## config.mk

```make
export PLATFORM = sky130hd
export DESIGN_NAME = block_dct_quantizer
export DESIGN_NICKNAME = d
export VERILOG_FILES = /design/src/hw/rtl/dctq_pkg.sv /design/src/hw/rtl/block_dct_quantizer.sv /design/src/hw/rtl/dctq_ram.sv
export VERILOG_INCLUDE_DIRS = /design/src /design/src/hw/rtl
export SDC_FILE = /design/constraint.sdc
export NUM_CORES = 2
export LEC_CHECK = 0
export ABC_AREA = 0
export BUFFER_PORTS_ARGS = -buffer_cell sky130_fd_sc_hd__buf_2
export CORE_MARGIN = 4
export CORE_UTILIZATION = 45
export CTS_CLUSTER_SIZE = 28
export DETAILED_ROUTE_END_ITERATION = 6
export SYNTH_ARGS = -nofsm -noshare
export SYNTH_HDL_FRONTEND = slang
export SYNTH_SLANG_ARGS = --single-unit
```

## constraint.sdc

```tcl
create_clock -name clk -period 16.6 [get_ports clk]
set_input_delay 0.83 -clock clk [delete_from_list [all_inputs] [get_ports clk]]
set_output_delay 0.83 -clock clk [all_outputs]
set_load 0.05 [all_outputs]
```

## src/hw/rtl/assert_macros.svh

```systemverilog
// assertion macros used by block_dct_quantizer
// no dependencies; simulation builds get checks, synthesis builds get nothing
`ifndef ASSERT_MACROS_SVH
`define ASSERT_MACROS_SVH

`ifndef SYNTHESIS
// same-cycle implication, disabled while reset is asserted
`define ASSERT_IMPLY(lbl, clk, rst_n, ante, cons) \
    lbl: assert property (@(posedge clk) disable iff (!rst_n) (ante) |-> (cons)) \
        else $error("assertion failed");
// next-cycle implication, disabled while reset is asserted
`define ASSERT_NEXT(lbl, clk, rst_n, ante, cons) \
    lbl: assert property (@(posedge clk) disable iff (!rst_n) (ante) |=> (cons)) \
        else $error("assertion failed");
`else
`define ASSERT_IMPLY(lbl, clk, rst_n, ante, cons)
`define ASSERT_NEXT(lbl, clk, rst_n, ante, cons)
`endif

`endif

```

## src/hw/rtl/dctq_pkg.sv

```systemverilog
// constants, types and the cosine table of the dct quantizer
// no dependencies; used by block_dct_quantizer and its testbench
package dctq_pkg;

    // block geometry (block size is a power of two)
    localparam int BlockSize  = 64;
    localparam int SampleBits = 16;
    localparam int LogBlock   = $clog2(BlockSize);
    localparam int FillBits   = LogBlock + 1;
    localparam int IndexBits  = 6;

    // cosine table
    localparam int CosBits    = 16;
    localparam int CosTabBits = 8;
    localparam int PhaseBits  = LogBlock + 2;
    localparam int IdxWide    = PhaseBits + CosTabBits - 2;

    // datapath widths
    localparam int ProdBits   = SampleBits + CosBits;
    localparam int AccBits    = ProdBits + LogBlock;
    localparam int StepBits   = 16;
    localparam int DenShift   = 7 + LogBlock;
    localparam int NumWide    = AccBits + 1;
    localparam int NumBits    = NumWide - DenShift - 1;
    localparam int DivCntBits = $clog2(NumBits);
    localparam int WordBits   = 24;

    // configuration register map
    localparam int AddrBits   = 4;
    localparam logic [1:0] RegKeepCount = 2'd0;
    localparam logic [1:0] RegCoeffBits = 2'd1;
    localparam logic [1:0] RegQStep     = 2'd2;

    localparam logic [6:0]  KeepReset  = 7'd16;
    localparam logic [4:0]  BitsReset  = 5'd12;
    localparam logic [15:0] QStepReset = 16'd2048;

    typedef enum logic [2:0] {
        StIdle,
        StMac,
        StDrain,
        StDiv,
        StEmit
    } state_t;

    localparam logic signed [CosBits-1:0] QuarterCos [0:64] = '{
        16'sd32767, 16'sd32758, 16'sd32729, 16'sd32679, 16'sd32610, 16'sd32522,
        16'sd32413, 16'sd32286, 16'sd32138, 16'sd31972, 16'sd31786, 16'sd31581,
        16'sd31357, 16'sd31114, 16'sd30853, 16'sd30572, 16'sd30274, 16'sd29957,
        16'sd29622, 16'sd29269, 16'sd28899, 16'sd28511, 16'sd28106, 16'sd27684,
        16'sd27246, 16'sd26791, 16'sd26320, 16'sd25833, 16'sd25330, 16'sd24812,
        16'sd24279, 16'sd23732, 16'sd23170, 16'sd22595, 16'sd22006, 16'sd21403,
        16'sd20788, 16'sd20160, 16'sd19520, 16'sd18868, 16'sd18205, 16'sd17531,
        16'sd16846, 16'sd16151, 16'sd15447, 16'sd14733, 16'sd14010, 16'sd13279,
        16'sd12540, 16'sd11793, 16'sd11039, 16'sd10279, 16'sd9512,  16'sd8740,
        16'sd7962,  16'sd7180,  16'sd6393,  16'sd5602,  16'sd4808,  16'sd4011,
        16'sd3212,  16'sd2411,  16'sd1608,  16'sd804,   16'sd0
    };

    // full-wave cosine in q1.15 built from the quarter wave
    function automatic logic signed [CosBits-1:0] cos_lookup(
        input logic [CosTabBits-1:0] i
    );
        logic [CosTabBits-1:0] mirror;
        logic signed [CosBits-1:0] v;
        begin
            if (i <= 8'd64)
            begin
                mirror = i;
                v      = QuarterCos[mirror[6:0]];
            end
            else if (i <= 8'd128)
            begin
                mirror = 8'd128 - i;
                v      = -QuarterCos[mirror[6:0]];
            end
            else if (i <= 8'd192)
            begin
                mirror = i - 8'd128;
                v      = -QuarterCos[mirror[6:0]];
            end
            else
            begin
                mirror = 8'(9'd256 - {1'b0, i});
                v      = QuarterCos[mirror[6:0]];
            end
            return v;
        end
    endfunction

endpackage

```

## src/hw/rtl/block_dct_quantizer.sv

```systemverilog
// block dct-ii quantizer: sample buffer, shared mac, iterative divider
// depends on dctq_pkg, dctq_ram and assert_macros.svh
//
//  channel   | direction | handshake                    | payload
//  ----------+-----------+------------------------------+---------------------------------
//  sample    | in        | sample_valid / sample_ready  | sample, end_of_stream
//  coeff     | out       | coeff_valid / coeff_ready    | coeff_word, coeff_index,
//            |           |                              | last_of_block
//  config    | in        | apb psel/penable/pwrite      | paddr, pwdata, prdata
//
// a sample that does not close its block leaves the sequencer idle, ready for the next sample
// a closing sample starts K coefficients, each passing through the mac over every filled
//   position, a drain of the mac pipeline, 25 divider steps and a hand-off step
// a single multiply-accumulate unit and a one-bit-per-cycle divider serve every coefficient in turn
// reset clears the fill count, the sequencer and the output valid flag; the sample ram
//   needs no clearing since positions at or beyond the fill count are never read
// a stalled coeff request holds the sequencer in its hand-off step; a new sample
//   request is taken as soon as the last coefficient sits in the output register
`include "assert_macros.svh"

module block_dct_quantizer
    import dctq_pkg::*;
(
    input  logic                  clk,
    input  logic                  rst_n,
    // sample channel
    input  logic                  sample_valid,
    output logic                  sample_ready,
    input  logic [SampleBits-1:0] sample,
    input  logic                  end_of_stream,
    // coefficient channel
    output logic                  coeff_valid,
    input  logic                  coeff_ready,
    output logic [WordBits-1:0]   coeff_word,
    output logic [IndexBits-1:0]  coeff_index,
    output logic                  last_of_block,
    // configuration port
    input  logic                  psel,
    input  logic                  penable,
    input  logic                  pwrite,
    input  logic [AddrBits-1:0]   paddr,
    input  logic [31:0]           pwdata,
    output logic [31:0]           prdata,
    output logic                  pready
);

    // ---------------------------------------------------------------
    // configuration registers
    // ---------------------------------------------------------------
    logic [6:0]  keep_count_reg;
    logic [4:0]  coeff_bits_reg;
    logic [15:0] q_step_reg;
    logic        cfg_write;

    assign pready    = 1'b1;
    assign cfg_write = psel && penable && pwrite;

    always_ff @(posedge clk or negedge rst_n)
    begin
        if (!rst_n)
        begin
            keep_count_reg <= KeepReset;
            coeff_bits_reg <= BitsReset;
            q_step_reg     <= QStepReset;
        end
        else if (cfg_write)
        begin
            unique case (paddr[3:2])
                RegKeepCount: keep_count_reg <= pwdata[6:0];
                RegCoeffBits: coeff_bits_reg <= pwdata[4:0];
                RegQStep:     q_step_reg     <= pwdata[15:0];
                default:      ;
            endcase
        end
    end

    always_comb
    begin
        unique case (paddr[3:2])
            RegKeepCount: prdata = {25'd0, keep_count_reg};
            RegCoeffBits: prdata = {27'd0, coeff_bits_reg};
            RegQStep:     prdata = {16'd0, q_step_reg};
            default:      prdata = 32'd0;
        endcase
    end

    // clamped working values of the registers
    logic [FillBits-1:0] kc_eff;
    logic [4:0]          bits_eff;
    logic [StepBits-1:0] step_eff;
    logic [WordBits:0]   mask_wide;

    always_comb
    begin
        if (keep_count_reg == 7'd0)
            kc_eff = FillBits'(1);
        else if (keep_count_reg > FillBits'(BlockSize))
            kc_eff = FillBits'(BlockSize);
        else
            kc_eff = keep_count_reg;

        if (coeff_bits_reg < 5'd2)
            bits_eff = 5'd2;
        else if (coeff_bits_reg > 5'd24)
            bits_eff = 5'd24;
        else
            bits_eff = coeff_bits_reg;

        step_eff  = (q_step_reg == 16'd0) ? StepBits'(1) : q_step_reg;
        mask_wide = ((WordBits+1)'(1) << bits_eff) - (WordBits+1)'(1);
    end

    // ---------------------------------------------------------------
    // sequencer and datapath registers
    // ---------------------------------------------------------------
    state_t state_reg, state_next;

    logic [FillBits-1:0]          fill_reg, fill_next;
    logic [IndexBits-1:0]         k_reg, k_next;
    logic [LogBlock-1:0]          j_reg, j_next;
    logic [PhaseBits-1:0]         phase_reg, phase_next;
    logic                         v1_reg, v1_next;     // ram data and cosine valid
    logic                         v2_reg, v2_next;     // product valid
    logic signed [CosBits-1:0]    cos_reg, cos_next;
    logic signed [ProdBits-1:0]   prod_reg, prod_next;
    logic signed [AccBits-1:0]    acc_reg, acc_next;
    logic [NumBits-1:0]           num_reg, num_next;   // dividend, then quotient
    logic [StepBits-1:0]          rem_reg, rem_next;
    logic                         neg_reg, neg_next;
    logic [DivCntBits-1:0]        div_cnt_reg, div_cnt_next;
    logic                         out_valid_reg, out_valid_next;
    logic [WordBits-1:0]          out_word_reg, out_word_next;
    logic [IndexBits-1:0]         out_index_reg, out_index_next;
    logic                         out_last_reg, out_last_next;

    // sample buffer
    logic                  ram_we;
    logic [SampleBits-1:0] ram_rdata;

    dctq_ram #(
        .Width (SampleBits),
        .Depth (BlockSize)
    ) u_sample_ram (
        .clk   (clk),
        .we    (ram_we),
        .waddr (fill_reg[LogBlock-1:0]),
        .wdata (sample),
        .raddr (j_reg),
        .rdata (ram_rdata)
    );

    // combinational helpers
    logic [IdxWide-1:0]     idx_wide;
    logic [CosTabBits-1:0]  cos_idx;
    logic [AccBits-1:0]     mag;
    logic [NumWide-1:0]     num_wide;
    logic [StepBits:0]      trial;
    logic                   trial_ge;
    logic [NumBits-1:0]     q_signed;
    logic                   is_last;
    logic [IndexBits-1:0]   last_index;

    always_comb
    begin
        // table index round(m*64/N) mod 256
        idx_wide = (IdxWide'(phase_reg) << (CosTabBits - 2)) + IdxWide'(BlockSize / 2);
        cos_idx  = CosTabBits'(idx_wide >> LogBlock);

        // rounded numerator (2|acc| + den) / 2den, with the power-of-two part shifted out
        mag      = acc_reg[AccBits-1] ? AccBits'(-acc_reg) : AccBits'(acc_reg);
        num_wide = {mag, 1'b0} + (NumWide'(step_eff) << DenShift);

        // one restoring divider step
        trial    = {rem_reg, num_reg[NumBits-1]};
        trial_ge = trial >= {1'b0, step_eff};

        q_signed   = neg_reg ? (NumBits'(0) - num_reg) : num_reg;
        is_last    = (FillBits'(k_reg) + FillBits'(1)) == kc_eff;
        last_index = IndexBits'(kc_eff - FillBits'(1));
    end

    // next-state and datapath control
    always_comb
    begin
        state_next     = state_reg;
        fill_next      = fill_reg;
        k_next         = k_reg;
        j_next         = j_reg;
        phase_next     = phase_reg;
        acc_next       = acc_reg;
        num_next       = num_reg;
        rem_next       = rem_reg;
        neg_next       = neg_reg;
        div_cnt_next   = div_cnt_reg;
        out_valid_next = out_valid_reg;
        out_word_next  = out_word_reg;
        out_index_next = out_index_reg;
        out_last_next  = out_last_reg;
        ram_we         = 1'b0;
        sample_ready   = 1'b0;

        // mac pipeline: ram read and table -> product -> accumulate
        v1_next   = (state_reg == StMac);
        cos_next  = cos_lookup(cos_idx);
        v2_next   = v1_reg;
        prod_next = ProdBits'($signed(ram_rdata)) * ProdBits'(cos_reg);
        if (v2_reg)
        begin
            acc_next = acc_reg + AccBits'(prod_reg);
        end

        if (out_valid_reg && coeff_ready)
        begin
            out_valid_next = 1'b0;
        end

        unique case (state_reg)
            StIdle:
            begin
                sample_ready = 1'b1;
                if (sample_valid)
                begin
                    ram_we    = 1'b1;
                    fill_next = fill_reg + FillBits'(1);
                    if (end_of_stream || (fill_reg + FillBits'(1)) == FillBits'(BlockSize))
                    begin
                        k_next     = '0;
                        j_next     = '0;
                        phase_next = '0;
                        acc_next   = '0;
                        state_next = StMac;
                    end
                end
            end

            StMac:
            begin
                // phase m steps by 2k mod 4N per sample position
                j_next     = j_reg + LogBlock'(1);
                phase_next = phase_reg + (PhaseBits'(k_reg) << 1);
                if ((FillBits'(j_reg) + FillBits'(1)) == fill_reg)
                begin
                    state_next = StDrain;
                end
            end

            StDrain:
            begin
                if (!v1_reg && !v2_reg)
                begin
                    neg_next     = acc_reg[AccBits-1];
                    num_next     = num_wide[NumWide-1 -: NumBits];
                    rem_next     = '0;
                    div_cnt_next = '0;
                    state_next   = StDiv;
                end
            end

            StDiv:
            begin
                rem_next     = trial_ge ? StepBits'(trial - {1'b0, step_eff})
                                        : trial[StepBits-1:0];
                num_next     = {num_reg[NumBits-2:0], trial_ge};
                div_cnt_next = div_cnt_reg + DivCntBits'(1);
                if (div_cnt_reg == DivCntBits'(NumBits - 1))
                begin
                    state_next = StEmit;
                end
            end

            StEmit:
            begin
                if (!out_valid_reg || coeff_ready)
                begin
                    out_valid_next = 1'b1;
                    out_word_next  = q_signed[WordBits-1:0] & mask_wide[WordBits-1:0];
                    out_index_next = k_reg;
                    out_last_next  = is_last;
                    if (is_last)
                    begin
                        fill_next  = '0;
                        state_next = StIdle;
                    end
                    else
                    begin
                        k_next     = k_reg + IndexBits'(1);
                        j_next     = '0;
                        phase_next = PhaseBits'(k_reg + IndexBits'(1));
                        acc_next   = '0;
                        state_next = StMac;
                    end
                end
            end

            default:
            begin
                state_next = StIdle;
            end
        endcase
    end

    // control state
    always_ff @(posedge clk or negedge rst_n)
    begin
        if (!rst_n)
        begin
            state_reg     <= StIdle;
            fill_reg      <= '0;
            k_reg         <= '0;
            v1_reg        <= 1'b0;
            v2_reg        <= 1'b0;
            div_cnt_reg   <= '0;
            out_valid_reg <= 1'b0;
        end
        else
        begin
            state_reg     <= state_next;
            fill_reg      <= fill_next;
            k_reg         <= k_next;
            v1_reg        <= v1_next;
            v2_reg        <= v2_next;
            div_cnt_reg   <= div_cnt_next;
            out_valid_reg <= out_valid_next;
        end
    end

    // payload
    always_ff @(posedge clk)
    begin
        j_reg         <= j_next;
        phase_reg     <= phase_next;
        cos_reg       <= cos_next;
        prod_reg      <= prod_next;
        acc_reg       <= acc_next;
        num_reg       <= num_next;
        rem_reg       <= rem_next;
        neg_reg       <= neg_next;
        out_word_reg  <= out_word_next;
        out_index_reg <= out_index_next;
        out_last_reg  <= out_last_next;
    end

    assign coeff_valid   = out_valid_reg;
    assign coeff_word    = out_word_reg;
    assign coeff_index   = out_index_reg;
    assign last_of_block = out_last_reg;

    // ---------------------------------------------------------------
    // checks
    // ---------------------------------------------------------------
    // a full block always closes, so an idle buffer is never full
    `ASSERT_IMPLY(a_idle_fill, clk, rst_n, state_reg == StIdle, fill_reg < FillBits'(BlockSize))
    // the mac pipeline is empty whenever samples are being taken
    `ASSERT_IMPLY(a_idle_pipe, clk, rst_n, state_reg == StIdle, !v1_reg && !v2_reg)
    // the divider never runs past its last step
    `ASSERT_IMPLY(a_div_cnt, clk, rst_n, state_reg == StDiv, div_cnt_reg < DivCntBits'(NumBits))
    // the flagged coefficient is the last one kept
    `ASSERT_IMPLY(a_last_idx, clk, rst_n, out_valid_reg && out_last_reg, out_index_reg == last_index)

endmodule

```

## src/hw/rtl/dctq_ram.sv

```systemverilog
// generic single-write, single-read ram with registered read data
// no dependencies
module dctq_ram #(
    parameter int Width = 16,
    parameter int Depth = 64
) (
    input  logic                     clk,
    input  logic                     we,
    input  logic [$clog2(Depth)-1:0] waddr,
    input  logic [Width-1:0]         wdata,
    input  logic [$clog2(Depth)-1:0] raddr,
    output logic [Width-1:0]         rdata
);

    logic [Width-1:0] mem [0:Depth-1];

    always_ff @(posedge clk)
    begin
        if (we)
        begin
            mem[waddr] <= wdata;
        end
        rdata <= mem[raddr];
    end

endmodule

```

==> results.md <==
- Status: finished with violations
- Failing checks: DRC
- Root Driver: clkbuf_16
- Warnings from Yosys: 0
- Max FFs per register: roughly 1000
- Largest net degree at the start of global routing: about 130
- Crit path DAT: ~7.3 ns
- Top FF cell, synth: edfxtp_1
- Layout Skew: between 0.06 and 0.07 ns
- Core Rows: between 100 and 150
- CP endpoint kind: register
- Max-slew headroom: 16.34%
- Fmax: roughly 150 MHz
- DR WL/cell: about 23 um
- Post-synthesis cell type with the largest combined area: edfxtp_1
- Slew Limit Fails: 0
- Top cells by area, synth: edfxtp_1 (50%), mux4_2 (12%), fa_1 (7.9%)
- Setup TNS: 0 ns
- Hold Crit Class: input pin to async pin
- I/O Buffers: 90
- Placeable Area: 148200 um^2
- Seq cells post-synth: 1265
- CTS Hold Buffers Added: 0
- Number of cells produced by synthesis: ~4800
- H-tree Lvls: 4
- Count leader, synth: edfxtp_1
- Syn avg cell area: 14.09 um^2
- Die X: between 300 and 400 um
- Total gr overflow: 0
- Detailed Place HPWL: 106300 um
- Post-synth ARST share: under 10%
- Fill cells: 12490
- Period Utilization, post-route: 40.39%
- CTS Buffer Depth: 3
- P&R area growth vs syn: 10.40%
- DR vias: ~39000
- Cts bufs inserted: approximately 140
- Initial DRC count: just over 3000
- GR Util All Layers: around 21%
- Post-synth EDFFs: roughly 1100
- Final nets: 5378
- CTS tree: yes
- # IOs: ~130
- Setup-failing EPs final: 0
- ANT nets after route: 0
- Multi-input logic area: between 20000 and 30000 um^2
- Reg clk slew, reported paths: ~0.06 ns
- Area post-placement: ~70000 um^2
- Worst Reg-to-Reg Cells: 23
- Count of different cell masters after synthesis: 109
- Die Height: 394.8 um
- Reg area: 36710 um^2
- Post-Route Utilization: approximately 50%
- RSZ-0062 raised after global routing: no
- Vias per cell: between 5 and 6
- Post-CTS Setup Repair Bufs: 0
- RePlAce Congestion: between 0.8 and 0.9
- Worst-Margin Slew: approximately 1.3 ns
- Global-route wire length before repair: 248600 um
- Final Hold Vio Count: 0
- Area share of the largest cell type after synthesis: 49.54%
- Final Instance Area: around 74000 um^2
- Post-synthesis sequential area ratio: between 50% and 60%
- Max FO, Critical Path: 16
- Commonest cells post-synth: edfxtp_1 (1111), inv_1 (373), mux4_2 (346)
- Die Area: 155900 um^2
- Critical path class: register to register
- Drt total wl: 160600 um
- Post_cts resized: 0
- Data required time of the worst path: between 15 and 20 ns
- Fin crit period: around 6.7 ns
- Clock Sinks: around 1300
- Clock latency on the worst-skew pair: 0.78 ns
- Initial Util: 45.44%
- Mapped Area: 67340 um^2
- Vias in the first global route: 39950
- Share of layout cells above drive strength 1: approximately 16%
- Critical path startpoint category: register
- DRC Markers: 11
- Initial antenna violation count: 3
- 1st-pass router iterations: 7
- Total of max-cap violations: 0
[metal layers]
layer,vias to the layer above,global-route usage (%),share of wire (%)
li1,17840,-,-
met1,20300,29.00,43
met2,1104,33.90,48
met3,219,3.144,6.0
met4,0,5.686,2.4
met5,-,0,0
[critical path, stage by stage, from the launching register on]
cell      delay [ns]
dfxtp_1         0.80
nand2_1         0.20
inv_1           0.17
fa_1            0.43
inv_1           0.09
fa_1            0.42
fa_1            0.51
inv_1           0.05
fa_1            0.45
fa_1            0.51
inv_1           0.05
fa_1            0.47
inv_1           0.04
ha_1            0.33
a21o_1          0.20
a21oi_1         0.16
a21boi_0        0.28
o211ai_1        0.19
a221oi_1        0.47
a211oi_1        0.17
o21a_1          0.22
nand3_1         0.12
nand2_1         0.08
xor2_1          0.14
[cell families (layout without fill, tap and decap cells)]
group	Yosys count	after routing	share of synthesized area, %
other cells	2	21	0.01115
mux	428	428	12.83
xor+xnor	189	189	2.551
flops	1265	1265	54.51
simple gates	1104	1104	8.207
compound gates	683	683	6.574
buf+inv	653	826	3.879
fa+ha+maj	456	456	11.44
[cells in the final DEF (no fill, tap or decap), drive strengths merged, types with 178 or more instances in the layout]
cell type / count
fa: 266
inv: 380
nand2: 308
buf: 203
mux4: 346
nor2: 289
clkbuf: 178
edfxtp: 1111
o21ai: 186
ha: 190
[area by class of cell]
cell class / count / area share (%)
Sequential cell: 1265 / 49.38
Timing Repair Buffer: 203 / 1.764
Clock inverter: 69 / 1.001
Clock buffer: 178 / 4.859
Tap cell: 1930 / 3.248
Inverter: 376 / 1.902
Antenna cell: 2 / 0.006732
Multi-Input combinational cell: 2879 / 37.84
[per-stage QoR]
step | std cells | setup slack (ns) | hold WS, ns
global placement | 6653 | 9.949 | 0.3586
finish | 6902 | 9.896 | 0.2290
global route | 6900 | 9.338 | 0.2425
floorplan | 4797 | 10.72 | 0.3461
detailed placement | 6653 | 9.861 | 0.3607
CTS | 6900 | 9.890 | 0.1979
[worst paths after layout]
| path | startpoint | slack, ns | endpoint |
|---|---|---|---|
| max | cos_reg[1]$_DFF_P_ | 9.90 | prod_reg[29]$_DFF_P_ |
| min | rst_n | 0.23 | k_reg[3]$_DFFE_PN0P_ |
| max reg2reg | cos_reg[1]$_DFF_P_ | 9.90 | prod_reg[29]$_DFF_P_ |
| min reg2reg | v1_reg$_DFF_PN0_ | 0.37 | v2_reg$_DFF_PN0_ |
| max in group asynchronous | rst_n | 15.80 | v2_reg$_DFF_PN0_ |
| min in group clk | pwdata[9] | 0.27 | q_step_reg[9]$_DFFE_PN0P_ |
Power is not shown: default switching activity piles up to over one toggle a cycle in this logic, so the estimate is an artifact.
